[src/rtl/shell_operator_spacer_assert.svh]
// ----------------------------------------------------------------------------
// shell_operator_spacer_assert.svh
// Assertion macros for the shell operator spacer. They sample on clk and are
// disabled while rst_n is low.
// ----------------------------------------------------------------------------
`ifndef SHELL_OPERATOR_SPACER_ASSERT_SVH
`define SHELL_OPERATOR_SPACER_ASSERT_SVH

`ifndef NO_ASSERTIONS

// Same-cycle implication.
`define SOS_ASSERT_IMP(lbl, ante, cons) \
  lbl: assert property (@(posedge clk) disable iff (!rst_n) (ante) |-> (cons)) \
    else $error("shell_operator_spacer: same-cycle check failed");

// Next-cycle implication.
`define SOS_ASSERT_NXT(lbl, ante, cons) \
  lbl: assert property (@(posedge clk) disable iff (!rst_n) (ante) |=> (cons)) \
    else $error("shell_operator_spacer: next-cycle check failed");

`else

`define SOS_ASSERT_IMP(lbl, ante, cons)
`define SOS_ASSERT_NXT(lbl, ante, cons)

`endif

`endif

[src/rtl/sos_pkg.sv]
// ----------------------------------------------------------------------------
// sos_pkg
// Types, character codes and the operator decision function shared by the
// shell operator spacer modules.
// ----------------------------------------------------------------------------
package sos_pkg;

  localparam logic [7:0] SOS_CH_PIPE  = 8'h7C;
  localparam logic [7:0] SOS_CH_LT    = 8'h3C;
  localparam logic [7:0] SOS_CH_GT    = 8'h3E;
  localparam logic [7:0] SOS_CH_AMP   = 8'h26;
  localparam logic [7:0] SOS_CH_SEMI  = 8'h3B;
  localparam logic [7:0] SOS_CH_LPAR  = 8'h28;
  localparam logic [7:0] SOS_CH_RPAR  = 8'h29;
  localparam logic [7:0] SOS_CH_SQ    = 8'h27;
  localparam logic [7:0] SOS_CH_DQ    = 8'h22;
  localparam logic [7:0] SOS_CH_ONE   = 8'h31;
  localparam logic [7:0] SOS_CH_TWO   = 8'h32;
  localparam logic [7:0] SOS_CH_SP    = 8'h20;
  localparam logic [7:0] SOS_CH_ZERO  = 8'h30;
  localparam logic [7:0] SOS_CH_NINE  = 8'h39;
  localparam logic [7:0] SOS_CH_NUL   = 8'h00;

  localparam int SOS_MAX_BYTES   = 6;   // longest expansion of one head
  localparam int SOS_QUEUE_DEPTH = 2;   // front-to-back queue entries

  typedef struct packed {
    logic [7:0] char_in;
    logic       end_of_line;
  } sos_in_t;

  typedef struct packed {
    logic [7:0] char_out;
    logic       last;
  } sos_out_t;

  // Character class flags, worked out once in the front part.
  typedef struct packed {
    logic sq;   // single quote
    logic dq;   // double quote
    logic fd;   // '1' or '2'
    logic gt;   // '>'
    logic amp;  // '&'
    logic dig;  // '0'..'9'
    logic op;   // single-character operator
  } sos_class_t;

  typedef struct packed {
    logic [7:0] ch;
    sos_class_t cls;
  } sos_ent_t;

  typedef struct packed {
    sos_ent_t ent;
    logic     eol;
  } sos_item_t;

  typedef struct packed {
    logic full;
    logic empty;
  } sos_qstat_t;

  typedef struct packed {
    logic [1:0] win_cnt;
    logic       in_sq;
    logic       in_dq;
    logic [2:0] pend_cnt;
  } sos_bstat_t;

  typedef struct packed {
    logic [SOS_MAX_BYTES-1:0][7:0] bytes;
    logic [2:0]                    len;
    logic [2:0]                    used;
    logic                          sq;
    logic                          dq;
  } sos_dec_t;

  function automatic sos_class_t sos_classify(logic [7:0] c);
    sos_class_t k;
    k.sq  = (c == SOS_CH_SQ);
    k.dq  = (c == SOS_CH_DQ);
    k.fd  = (c == SOS_CH_ONE) || (c == SOS_CH_TWO);
    k.gt  = (c == SOS_CH_GT);
    k.amp = (c == SOS_CH_AMP);
    k.dig = (c >= SOS_CH_ZERO) && (c <= SOS_CH_NINE);
    k.op  = (c == SOS_CH_PIPE) || (c == SOS_CH_LT) || (c == SOS_CH_GT) ||
            (c == SOS_CH_AMP) || (c == SOS_CH_SEMI) || (c == SOS_CH_LPAR) ||
            (c == SOS_CH_RPAR);
    return k;
  endfunction

  // Decide the head b0; absent positions are all-zero entries.
  function automatic sos_dec_t sos_decide(sos_ent_t b0, sos_ent_t b1, sos_ent_t b2,
                                          sos_ent_t b3, logic sq, logic dq);
    sos_dec_t d;
    d          = '0;
    d.sq       = sq;
    d.dq       = dq;
    d.bytes[0] = b0.ch;
    d.len      = 3'd1;
    d.used     = 3'd1;
    if (b0.cls.sq && !dq) begin
      d.sq = !sq;
    end else if (b0.cls.dq && !sq) begin
      d.dq = !dq;
    end else if (!sq && !dq) begin
      if (b0.cls.fd && b1.cls.gt && b2.cls.amp && b3.cls.dig) begin
        d.bytes[0] = SOS_CH_SP;
        d.bytes[1] = b0.ch;
        d.bytes[2] = b1.ch;
        d.bytes[3] = b2.ch;
        d.bytes[4] = b3.ch;
        d.bytes[5] = SOS_CH_SP;
        d.len      = 3'd6;
        d.used     = 3'd4;
      end else if ((b0.cls.fd && b1.cls.gt) || (b0.cls.amp && b1.cls.amp) ||
                   (b0.cls.gt && (b1.cls.gt || b1.cls.amp))) begin
        d.bytes[0] = SOS_CH_SP;
        d.bytes[1] = b0.ch;
        d.bytes[2] = b1.ch;
        d.bytes[3] = SOS_CH_SP;
        d.len      = 3'd4;
        d.used     = 3'd2;
      end else if (b0.cls.op) begin
        d.bytes[0] = SOS_CH_SP;
        d.bytes[1] = b0.ch;
        d.bytes[2] = SOS_CH_SP;
        d.len      = 3'd3;
      end
    end
    return d;
  endfunction

endpackage

[src/rtl/shell_operator_spacer.sv]
// ----------------------------------------------------------------------------
// shell_operator_spacer
// Streams a command line one character per request and puts spaces around
// shell operators found outside quotes, then closes the line with a zero
// terminator.
// ----------------------------------------------------------------------------
//
//  Channel  Ports                    Carries
//  in       in_valid/in_ready/in_data   one character, or the end-of-line request
//  out      out_valid/out_ready/out_data one output byte; last on the terminator
//
//  Rate: a sustained stream of ordinary characters runs at one request per
//  cycle while out_ready holds. A decided operator head drains 3, 4 or 6
//  bytes at one byte per cycle, while out_ready holds, through the single
//  output register, which is the throughput limit. End of line decides the
//  held heads one after another, each once the bytes of the one before have
//  drained, and then sends the terminator.
//  Reset: rst_n is synchronous and active low; it clears the window count,
//  quote state, queue and output valid. No clearing pass is needed.
//  Stalls: the front register, the two-entry queue and any free window slots
//  absorb a few requests while a result waits for out_ready; once they fill,
//  in_ready drops until the back part moves again.
// ----------------------------------------------------------------------------
`include "shell_operator_spacer_assert.svh"

module shell_operator_spacer import sos_pkg::*; #(
  parameter int QUEUE_DEPTH = SOS_QUEUE_DEPTH
) (
  input  logic     clk,
  input  logic     rst_n,
  input  logic     in_valid,
  output logic     in_ready,
  input  sos_in_t  in_data,
  output logic     out_valid,
  input  logic     out_ready,
  output sos_out_t out_data
);

  // Front to queue.
  logic       q_push;
  sos_item_t  q_item;
  sos_qstat_t q_stat;

  // Queue to back.
  logic       q_valid;
  sos_item_t  q_head;
  logic       q_pop;

  sos_bstat_t b_stat;

  // Register and classify incoming requests; drop zero characters here.
  sos_front u_front (
    .clk      (clk),
    .rst_n    (rst_n),
    .in_valid (in_valid),
    .in_ready (in_ready),
    .in_data  (in_data),
    .q_full   (q_stat.full),
    .q_push   (q_push),
    .q_item   (q_item)
  );

  // Hold classified items until the back part is free to take them.
  sos_queue #(
    .DEPTH (QUEUE_DEPTH)
  ) u_queue (
    .clk        (clk),
    .rst_n      (rst_n),
    .push       (q_push),
    .push_item  (q_item),
    .pop        (q_pop),
    .head_valid (q_valid),
    .head_item  (q_head),
    .stat       (q_stat)
  );

  // Window, quote tracking, head decision and byte drain.
  sos_back u_back (
    .clk       (clk),
    .rst_n     (rst_n),
    .q_valid   (q_valid),
    .q_head    (q_head),
    .q_pop     (q_pop),
    .out_valid (out_valid),
    .out_ready (out_ready),
    .out_data  (out_data),
    .stat      (b_stat)
  );

  // The front never pushes into a full queue.
  `SOS_ASSERT_IMP(a_push_room, q_push, !q_stat.full)
  // Pending bytes never exceed the longest expansion.
  `SOS_ASSERT_IMP(a_pend_bound, 1'b1, b_stat.pend_cnt <= 3'(SOS_MAX_BYTES))
  // Taking the end request leaves an empty window and closed quotes.
  `SOS_ASSERT_NXT(a_eol_clear, q_pop && q_head.eol,
                  b_stat.win_cnt == 2'd0 && !b_stat.in_sq && !b_stat.in_dq)
  // Only the terminator carries last, and it is a zero byte.
  `SOS_ASSERT_IMP(a_term_zero, out_valid && out_data.last, out_data.char_out == SOS_CH_NUL)

endmodule

[src/rtl/sos_front.sv]
// ----------------------------------------------------------------------------
// sos_front
// Input stage: registers each request, drops zero characters and attaches
// the character class flags before handing the item to the queue.
// ----------------------------------------------------------------------------
module sos_front import sos_pkg::*; (
  input  logic      clk,
  input  logic      rst_n,
  input  logic      in_valid,
  output logic      in_ready,
  input  sos_in_t   in_data,
  input  logic      q_full,
  output logic      q_push,
  output sos_item_t q_item
);

  logic      f_valid_r, f_valid_nxt;
  sos_item_t f_item_r, f_item_nxt;
  logic      in_fire;
  logic      keep;

  always_comb begin
    q_push   = f_valid_r && !q_full;
    in_ready = !f_valid_r || q_push;
    in_fire  = in_valid && in_ready;
    keep     = in_data.end_of_line || (in_data.char_in != SOS_CH_NUL);

    f_item_nxt.ent.ch  = in_data.char_in;
    f_item_nxt.ent.cls = sos_classify(in_data.char_in);
    f_item_nxt.eol     = in_data.end_of_line;

    if (in_fire && keep) begin
      f_valid_nxt = 1'b1;
    end else if (q_push) begin
      f_valid_nxt = 1'b0;
    end else begin
      f_valid_nxt = f_valid_r;
    end
  end

  assign q_item = f_item_r;

  always_ff @(posedge clk) begin
    if (!rst_n) begin
      f_valid_r <= 1'b0;
    end else begin
      f_valid_r <= f_valid_nxt;
    end
  end

  always_ff @(posedge clk) begin
    if (in_fire && keep) begin
      f_item_r <= f_item_nxt;
    end
  end

endmodule

[src/rtl/sos_queue.sv]
// ----------------------------------------------------------------------------
// sos_queue
// Short first-in first-out queue between the front and back parts.
// ----------------------------------------------------------------------------
module sos_queue import sos_pkg::*; #(
  parameter int DEPTH = SOS_QUEUE_DEPTH
) (
  input  logic       clk,
  input  logic       rst_n,
  input  logic       push,
  input  sos_item_t  push_item,
  input  logic       pop,
  output logic       head_valid,
  output sos_item_t  head_item,
  output sos_qstat_t stat
);

  localparam int PTR_W = (DEPTH > 1) ? $clog2(DEPTH) : 1;
  localparam int CNT_W = $clog2(DEPTH + 1);

  sos_item_t        mem_r [DEPTH];
  logic [PTR_W-1:0] wr_ptr_r, wr_ptr_nxt;
  logic [PTR_W-1:0] rd_ptr_r, rd_ptr_nxt;
  logic [CNT_W-1:0] count_r, count_nxt;
  logic             do_push, do_pop;

  function automatic logic [PTR_W-1:0] wrap_inc(logic [PTR_W-1:0] p);
    return (p == PTR_W'(DEPTH - 1)) ? '0 : p + 1'b1;
  endfunction

  always_comb begin
    stat.full  = (count_r == CNT_W'(DEPTH));
    stat.empty = (count_r == '0);
    head_valid = !stat.empty;
    head_item  = mem_r[rd_ptr_r];
    do_push    = push && !stat.full;
    do_pop     = pop && head_valid;
    wr_ptr_nxt = do_push ? wrap_inc(wr_ptr_r) : wr_ptr_r;
    rd_ptr_nxt = do_pop ? wrap_inc(rd_ptr_r) : rd_ptr_r;
    count_nxt  = count_r + CNT_W'(do_push) - CNT_W'(do_pop);
  end

  always_ff @(posedge clk) begin
    if (!rst_n) begin
      wr_ptr_r <= '0;
      rd_ptr_r <= '0;
      count_r  <= '0;
    end else begin
      wr_ptr_r <= wr_ptr_nxt;
      rd_ptr_r <= rd_ptr_nxt;
      count_r  <= count_nxt;
    end
  end

  always_ff @(posedge clk) begin
    if (do_push) begin
      mem_r[wr_ptr_r] <= push_item;
    end
  end

endmodule

[src/rtl/sos_back.sv]
// ----------------------------------------------------------------------------
// sos_back
// Execution part: holds the three-character window and quote state, decides
// the head character and drains the expanded bytes through the output
// register.
// ----------------------------------------------------------------------------
module sos_back import sos_pkg::*; (
  input  logic       clk,
  input  logic       rst_n,
  input  logic       q_valid,
  input  sos_item_t  q_head,
  output logic       q_pop,
  output logic       out_valid,
  input  logic       out_ready,
  output sos_out_t   out_data,
  output sos_bstat_t stat
);

  sos_ent_t   win_r [3];
  sos_ent_t   win_nxt [3];
  logic [1:0] cnt_r, cnt_nxt;
  logic       sq_r, sq_nxt;
  logic       dq_r, dq_nxt;
  sos_out_t   pend_r [SOS_MAX_BYTES];
  sos_out_t   pend_nxt [SOS_MAX_BYTES];
  logic [2:0] pend_cnt_r, pend_cnt_nxt;
  logic       out_valid_r, out_valid_nxt;
  sos_out_t   out_data_r, out_data_nxt;

  logic       out_load_ok, drain, pend_free;
  logic       load, load_term;
  sos_ent_t   b [4];
  sos_dec_t   dec;
  logic [2:0] n_held;

  always_comb begin
    out_load_ok = !out_valid_r || out_ready;
    drain       = (pend_cnt_r != '0) && out_load_ok;
    pend_free   = (pend_cnt_r == '0) || ((pend_cnt_r == 3'd1) && out_load_ok);

    // Positions past the held count read as no character.
    for (int i = 0; i < 3; i++) begin
      b[i] = (cnt_r > 2'(i)) ? win_r[i] : '0;
    end
    b[3]   = q_head.eol ? '0 : q_head.ent;
    dec    = sos_decide(b[0], b[1], b[2], b[3], sq_r, dq_r);
    n_held = q_head.eol ? {1'b0, cnt_r} : 3'd4;

    for (int i = 0; i < 3; i++) begin
      win_nxt[i] = win_r[i];
    end
    cnt_nxt   = cnt_r;
    sq_nxt    = sq_r;
    dq_nxt    = dq_r;
    q_pop     = 1'b0;
    load      = 1'b0;
    load_term = 1'b0;

    if (q_valid) begin
      if (q_head.eol) begin
        if (pend_free) begin
          if (cnt_r != 2'd0) begin
            load = 1'b1;
          end else begin
            load_term = 1'b1;
            q_pop     = 1'b1;
          end
        end
      end else if (cnt_r != 2'd3) begin
        win_nxt[cnt_r] = q_head.ent;
        cnt_nxt        = cnt_r + 2'd1;
        q_pop          = 1'b1;
      end else if (pend_free) begin
        load  = 1'b1;
        q_pop = 1'b1;
      end
    end

    if (load) begin
      cnt_nxt = 2'(n_held - dec.used);
      sq_nxt  = dec.sq;
      dq_nxt  = dec.dq;
      case (dec.used)
        3'd1: begin
          win_nxt[0] = b[1];
          win_nxt[1] = b[2];
          win_nxt[2] = b[3];
        end
        3'd2: begin
          win_nxt[0] = b[2];
          win_nxt[1] = b[3];
        end
        default: begin
        end
      endcase
    end
    if (load_term) begin
      cnt_nxt = 2'd0;
      sq_nxt  = 1'b0;
      dq_nxt  = 1'b0;
    end

    // Advance the pending bytes, then refill when a decision lands.
    for (int i = 0; i < SOS_MAX_BYTES - 1; i++) begin
      pend_nxt[i] = drain ? pend_r[i + 1] : pend_r[i];
    end
    pend_nxt[SOS_MAX_BYTES-1] = pend_r[SOS_MAX_BYTES-1];
    pend_cnt_nxt = pend_cnt_r - 3'(drain);
    if (load) begin
      for (int i = 0; i < SOS_MAX_BYTES; i++) begin
        pend_nxt[i].char_out = dec.bytes[i];
        pend_nxt[i].last     = 1'b0;
      end
      pend_cnt_nxt = dec.len;
    end else if (load_term) begin
      pend_nxt[0].char_out = SOS_CH_NUL;
      pend_nxt[0].last     = 1'b1;
      pend_cnt_nxt         = 3'd1;
    end

    out_data_nxt = out_data_r;
    if (drain) begin
      out_valid_nxt = 1'b1;
      out_data_nxt  = pend_r[0];
    end else if (out_ready) begin
      out_valid_nxt = 1'b0;
    end else begin
      out_valid_nxt = out_valid_r;
    end
  end

  assign out_valid     = out_valid_r;
  assign out_data      = out_data_r;
  assign stat.win_cnt  = cnt_r;
  assign stat.in_sq    = sq_r;
  assign stat.in_dq    = dq_r;
  assign stat.pend_cnt = pend_cnt_r;

  always_ff @(posedge clk) begin
    if (!rst_n) begin
      cnt_r       <= 2'd0;
      sq_r        <= 1'b0;
      dq_r        <= 1'b0;
      pend_cnt_r  <= 3'd0;
      out_valid_r <= 1'b0;
    end else begin
      cnt_r       <= cnt_nxt;
      sq_r        <= sq_nxt;
      dq_r        <= dq_nxt;
      pend_cnt_r  <= pend_cnt_nxt;
      out_valid_r <= out_valid_nxt;
    end
  end

  always_ff @(posedge clk) begin
    for (int i = 0; i < 3; i++) begin
      win_r[i] <= win_nxt[i];
    end
    for (int i = 0; i < SOS_MAX_BYTES; i++) begin
      pend_r[i] <= pend_nxt[i];
    end
    out_data_r <= out_data_nxt;
  end

endmodule

[config.mk]
export PLATFORM = sky130hd
export DESIGN_NAME = shell_operator_spacer
export DESIGN_NICKNAME = d
export VERILOG_FILES = /design/src/rtl/sos_pkg.sv /design/src/rtl/shell_operator_spacer.sv /design/src/rtl/sos_front.sv /design/src/rtl/sos_queue.sv /design/src/rtl/sos_back.sv
export VERILOG_INCLUDE_DIRS = /design/src /design/src/rtl
export SDC_FILE = /design/constraint.sdc
export NUM_CORES = 1
export LEC_CHECK = 0
export BUFFER_PORTS_ARGS = -buffer_cell sky130_fd_sc_hd__buf_2
export CORE_UTILIZATION = 56
export DETAILED_ROUTE_END_ITERATION = 8
export GPL_TIMING_DRIVEN = 1
export PLACE_DENSITY = 0.82
export SLEW_MARGIN = 10
export SYNTH_ARGS = -nofsm -noshare
export SYNTH_HDL_FRONTEND = slang
export SYNTH_HIERARCHICAL = 1
export SYNTH_SLANG_ARGS = --single-unit
[constraint.sdc]
create_clock -name clk -period 2.9 [get_ports clk]
set_input_delay 0.435 -clock clk [delete_from_list [all_inputs] [get_ports clk]]
set_output_delay 0.435 -clock clk [all_outputs]
set_load 0.03 [all_outputs]
==> flow_metrics.tcl, run 1 <==
set metrics [dict create \
    synth_area_per_cell_um2 13.35 \
    synth_nets 527 \
    dpl_cell_area_mm2 0.006965 \
    area_growth_pct 12.40 \
    cts.clk_slew.worst_paths_ns 0.06 \
    die_y_um 111.6 \
    rsz0062_at_grt "false" \
    critical_path.slowest_cell "sky130_fd_sc_hd__nor3_1" \
    ir_worst_vdd_mv 0.8209 \
    ctsHtreeMaxLevel 4 \
    placeableCoreArea_mm2 0.01156 \
    p_leak_nw 2.794 \
    floorplan.io_pins 24 \
    p_switching_w 0.002728 \
    detailedRoute.firstPassIterationCount 9 \
    io_buffers 23 \
    intPower_w 0.005756 \
    r2r.worst_path.cells 8 \
    clock_power_share_pct 25.9 \
    initial_utilization_pct 58.17 \
    track_usage_pct 21.73 \
    dr_total_vias 4276 \
    num_cts_buffers 17 \
    final_cell_area_mm2 0.007562 \
    mostFrequentLayoutCell "sky130_fd_sc_hd__edfxtp_1" \
    setup_violators_final 0 \
    finalWorstPathRequiredPeriod_ns 2.636 \
    crit_path_cell_trace "inv_1 > ha_1 > buf_4 > o21ai_4 > nor2_8 > buf_4 > nor3_1 > a221o_1" \
    postRouteWirelength_um 12870 \
    worstSetupPathType "reg -> reg" \
    ys_warn_count 6 \
    wl_per_cell_um 18.62 \
    tritoncts "built" \
    critPathCaptureType "flip-flop" \
    ant_nets 0 \
    layout.nets 558 \
    timing.max_cap.violations 0 \
    clkLatencyLatePin_ns 0.42 \
    cts-hold-fix-buffers 0 \
    grt_pass1_vias 4366 \
    grt_max_degree 28 \
    whs_path_depth 1 \
    max_clock_freq_mhz 379.4 \
    power.share.sequential_pct 44.4 \
    cell_count_after_placement 659 \
    drive_gt1_share_pct 20.44 \
    timing_worst_slew_pin_value_ns 0.8814 \
    cp_common_cell "sky130_fd_sc_hd__buf_4" \
    cells_after_synth 504 \
    post_cts_buffers 0 \
    hold_path.class "in -> reg" \
    relSlewSlack_pct 40.78 \
    fin_crit_sh_pct 90.89 \
    cp_launch_type "flip-flop" \
    failed_checks "design-rule violations" \
    final.setup_skew_ns 0.003388 \
    p_sw_share_pct 32.16 \
    power_frac_comb_pct 29.7 \
    outcome "complete, but fails checks" \
    grt_pass1_wl_um 20800 \
    data_arrival_time_of_the_critical_path_ns 2.99 \
    timing.critical_path.fanout_max 14 \
    post-dp-hpwl_um 8898 \
    ff2ff_setup_slack_ns 0.26 \
    final_core_util_pct 65.39 \
    postCtsResizedCells 0 \
    antenna_violations_before_repair 0 \
    rows 39 \
    mostFrequentLayoutCells "sky130_fd_sc_hd__edfxtp_1 (98), sky130_fd_sc_hd__dfxtp_1 (57), sky130_fd_sc_hd__a22o_1 (38)" \
    drt_drc_violations_left 1 \
    cts-root-to-sink-buffers 2 \
    synth_area_mm2 0.006728 \
    critical-path-max-stage-delay_ns 0.73 \
    die_w_um 111.6 \
    num_antenna_cells 0 \
    design.die.area_mm2 0.01246 \
    cts_root_buf "sky130_fd_sc_hd__clkbuf_16" \
    cts.sinks 155 \
    final-max-slew-violation-count 0 \
    cp.required_ns 3.26 \
    finalHoldViolCount 0 \
    place.gp.congestion 0.8732 \
    number_of_drc_violations_after_detailed_routing_iteration_0 283 \
    finish.cell_count_without_fillers 691 \
    totalNegativeSetupSlack_ns 0 \
    remaining_global_route_overflow 0 \
    power.density_mw_per_mm2 1122 \
    vias_per_cell 6.188 \
]
-- power groups by stage --
stage / sequential [W] / clock [W] / combinational (W)
floorplan: 0.00382 / 0 / 0.00182
global placement: 0.00375 / 0 / 0.00238
detailed placement: 0.00380 / 0 / 0.00248
CTS: 0.00377 / 0.00222 / 0.00250
global route: 0.00385 / 0.00231 / 0.00270
finish: 0.00377 / 0.00219 / 0.00252
-- flip-flops by register name, summed over array words and instances, names as in the netlist, named ones only --
name and count:
u_back/win_r 42, u_back/out_data 9, u_back/sq_r 1, u_queue/mem_r 32
u_front/q_item 16, u_back/cnt_r 2, u_queue/wr_ptr_r 1, u_front/f_valid_r 1
u_back/pend_r 42, u_back/out_valid 1, u_back/pend_cnt_r 3, u_back/dq_r 1
u_queue/rd_ptr_r 1, u_queue/count_r 2
-- stage by stage --
step	setup slack, ns	hold WS [ns]	power [W]
floorplan	0.1576	0.4003	0.005640
global placement	0.4612	0.4070	0.006129
detailed placement	0.3400	0.4193	0.006287
CTS	0.3235	0.1968	0.008492
global route	0.1392	0.2040	0.008856
finish	0.2641	0.2115	0.008484
-- worst max-delay path, delay by kind of cell (launching register included) --
family,cells,cell delay (ns)
AND/OR/NAND/NOR,2,0.80
flip-flops,1,0.44
AO/OA/AOI/OAI,2,0.60
adder cells (fa/ha/maj),1,0.23
buffers and inverters,3,0.50
-- final timing paths --
| check | start | endpoint |
|---|---|---|
| max | u_back/cnt_r[0] | u_back/win_r[0][19] |
| min reg2reg | u_back/pend_r[0][6] | u_back/out_data[6] |
| max reg2reg | u_back/cnt_r[0] | u_back/win_r[0][19] |
| min | in_data[0] | u_front/q_item[0] |
-- cell type report --
cell class,count,area (um^2)
Sequential cell,155,4084
Fill cell,842,4003
Multi-Input combinational cell,307,2386
Clock buffer,19,452.9
Timing Repair Buffer,41,262.8
Tap cell,143,178.9
Clock inverter,13,143.9
Inverter,13,53.80
-- layer usage --
layer,part of all wire [%],global-route usage (%),up-vias,routed length [um]
li1,-,-,2020,-
met2,52,38.67,172,6631
met4,1.7,9.820,0,217
met3,5.6,5.008,19,723
met5,0,0,-,0
met1,41,24.95,2065,5295
Power figures use the tool's default switching activity.
==> run 2: changes to the inputs <==
- CELL_PAD_IN_SITES_DETAIL_PLACEMENT: not set -> 0
- CELL_PAD_IN_SITES_GLOBAL_PLACEMENT: not set -> 1
- CORE_UTILIZATION: 56 -> 45
- PLACE_DENSITY: 0.82 -> 0.81
- SYNTH_HIERARCHICAL: 1 -> not set
==> run 2 against run 1 <==
The run now ends clean. Final cell count increased by 14%. Via count is 11% higher. Power is 3.5% higher. Final area rose by 1.9%. Wire length is 11% higher. Highest routed layer unchanged.
==> flow_metrics.tcl, run 2 <==
set metrics [dict create \
    outcome "finished, final reports clean" \
    synth.top_cells.by_count "sky130_fd_sc_hd__edfxtp_1 (98), sky130_fd_sc_hd__nand2_1 (60), sky130_fd_sc_hd__dfxtp_1 (57)" \
    r2r.worst_path.cells 10 \
    mostFrequentLayoutCell "sky130_fd_sc_hd__edfxtp_1" \
    die_w_um 123.7 \
    ctsHtreeMaxLevel 4 \
    cts.clk_slew.worst_paths_ns 0.06 \
    final-max-slew-violation-count 0 \
    yosysMostFrequentCell "sky130_fd_sc_hd__edfxtp_1" \
    final_cell_area_mm2 0.007705 \
    timing_worst_slew_pin_value_ns 1.126 \
    design.die.area_mm2 0.01529 \
    cp.required_ns 3.25 \
    cts-hold-fix-buffers 0 \
    cts-root-to-sink-buffers 2 \
    detailedRoute.firstPassIterationCount 5 \
    post_synth_main_area_contributors "sky130_fd_sc_hd__edfxtp_1 (44%), sky130_fd_sc_hd__dfxtp_1 (17%), sky130_fd_sc_hd__nand2_1 (3.4%)" \
    synth_seq_area_share_pct 61.31 \
    post_cts_buffers 0 \
    synth_top_area_cell "sky130_fd_sc_hd__edfxtp_1" \
    drt_drc_violations_left 0 \
    relSlewSlack_pct 24.52 \
    place.gp.congestion 0.8346 \
    ant_nets 0 \
    rsz0062_at_grt "false" \
    critPathCaptureType "flip-flop" \
    ys_dominant_reg_cell "sky130_fd_sc_hd__edfxtp_1" \
    die_y_um 123.7 \
    final.setup_skew_ns 0.007899 \
    number_of_drc_violations_after_detailed_routing_iteration_0 501 \
    data_arrival_time_of_the_critical_path_ns 3.04 \
    vias_per_cell 5.996 \
    num_antenna_cells 0 \
    whs_path_depth 1 \
    fin_crit_sh_pct 92.83 \
    post-dp-hpwl_um 9315 \
    layout.nets 616 \
    grt_pass1_vias 4526 \
    drive_gt1_share_pct 15.68 \
    dr_total_vias 4737 \
    rows 44 \
    synth_enable_flop_cells 98 \
    worstReg2RegEnd "u_back.cnt_r[1]" \
    power.density_mw_per_mm2 1140 \
    cts.sinks 155 \
    ys_warn_count 0 \
    num_cts_buffers 17 \
    grt_max_degree 57 \
    hold_path.class "in -> reg" \
    initial_utilization_pct 46.01 \
    clkLatencyLatePin_ns 0.42 \
    io_buffers 23 \
    min_delay_worst_endpoint "u_front.q_item[15]" \
    dp_slack_ns 0.2597 \
    worstHoldStart "in_data[8]" \
    ff2ff_setup_slack_ns 0.21 \
    finalWorstPathRequiredPeriod_ns 2.692 \
    tritoncts "built" \
    final_core_util_pct 53.21 \
    worst_r2r_startpoint "u_back.cnt_r[1]" \
    worstSetupPathType "reg -> reg" \
    mostFrequentLayoutCells "sky130_fd_sc_hd__edfxtp_1 (98), sky130_fd_sc_hd__nand2_1 (60), sky130_fd_sc_hd__dfxtp_1 (57)" \
    timing.critical_path.fanout_max 8 \
    cells_after_synth 559 \
    remaining_global_route_overflow 0 \
    synth_nets 582 \
    dpl_cell_area_mm2 0.007074 \
    cts_root_buf "sky130_fd_sc_hd__clkbuf_16" \
    postCtsResizedCells 0 \
    synth.ff_latch_count 155 \
    synth_area_per_cell_um2 11.92 \
    timing.final.ws_setup_ns 0.2078 \
    biggest_regs "u_back.pend_r x42, u_back.win_r x42, u_queue.mem_r x32" \
    num-fill-cells 1258 \
    synth_cell_type_count 65 \
    grt_pass1_wl_um 23050 \
    setup_violators_final 0 \
    wl_per_cell_um 18.06 \
    ir_worst_vdd_mv 0.4464 \
    finalHoldViolCount 0 \
    synth_largest_type_area_fraction_pct 44.18 \
    floorplan.io_pins 24 \
    postRouteWirelength_um 14270 \
    async_flop_share_pct 0 \
    track_usage_pct 20.13 \
    synth_area_mm2 0.006661 \
    antenna_violations_before_repair 0 \
    area_growth_pct 15.66 \
    totalNegativeSetupSlack_ns 0 \
    max_clock_freq_mhz 371.4 \
    cp_launch_type "flip-flop" \
    placeableCoreArea_mm2 0.01448 \
    timing.max_cap.violations 0 \
    p_leak_nw 2.678 \
]
run 2: critical path, cell delays in order, from the launching register on:
cell and delay, ns:
sky130_fd_sc_hd__dfxtp_1 0.44, sky130_fd_sc_hd__inv_1 0.16, sky130_fd_sc_hd__ha_1 0.25, sky130_fd_sc_hd__or3b_2 0.58, sky130_fd_sc_hd__a211oi_2 0.30, sky130_fd_sc_hd__clkinv_1 0.13, sky130_fd_sc_hd__ha_1 0.21, sky130_fd_sc_hd__inv_1 0.06
sky130_fd_sc_hd__a21oi_1 0.05, sky130_fd_sc_hd__a211o_1 0.28, sky130_fd_sc_hd__a31oi_1 0.16
run 2: kinds of logic after synthesis:
family	after synthesis	share of synthesized area (%)
AOI/OAI and AO/OA	172	19.22
and+or+nand+nor	147	10.43
xor gates and xnor gates	7	0.9204
muxes	20	3.099
buffers and inverters	48	3.155
adders and majority gates	10	1.878
DFF	155	61.31
run 2: metrics by stage:
step           cells  power [W]  hold slack [ns]
4_1_cts          790   0.008822           0.1994
5_1_grt          790   0.009278           0.1964
3_5_place_dp     758   0.006424           0.4045
6_report         790   0.008785           0.2181
2_1_floorplan    559   0.005629           0.4003
3_3_place_gp     758   0.006309           0.4042
run 2: worst max-delay path by stage:
stage	startpoint	end	slack (ns)
after floorplan	u_back.out_valid	u_back.pend_r[1][1]	0.05
after global placement	u_back.cnt_r[1]	u_back.cnt_r[1]	0.37
after detailed placement	u_back.cnt_r[1]	u_back.cnt_r[1]	0.26
after CTS	u_back.cnt_r[1]	u_back.cnt_r[1]	0.23
after global routing	u_back.cnt_r[1]	u_back.cnt_r[1]	0.06
final	u_back.cnt_r[1]	u_back.cnt_r[1]	0.21
run 2: layer usage:
metal  global-route usage [%]  up-vias  share of wire, %
li1                         -     2224                 -
met1                    25.13     2308                43
met2                    32.26      178                48
met3                    5.037       27               5.8
met4                    10.39        0               2.4
met5                        0        -                 0
run 2: where the power goes:
part / total [W] / internal [W] / switching (W) / leakage, nW
combinational: 0.00258 / 0.000985 / 0.00159 / 0.948
clock: 0.00237 / 0.00152 / 0.000849 / 0.306
sequential: 0.00383 / 0.00338 / 0.000459 / 1.42
run 2: cell type report:
class                           instances  area (um^2)  share of cell area [%]
Clock inverter                         12        193.9                   2.517
Timing Repair Buffer                   48        315.3                   4.092
Clock buffer                           20        436.7                   5.667
Sequential cell                       155         4084                   53.00
Inverter                               15        56.30                  0.7308
Multi-Input combinational cell        356         2389                   31.00
Tap cell                              184        230.2                   2.988
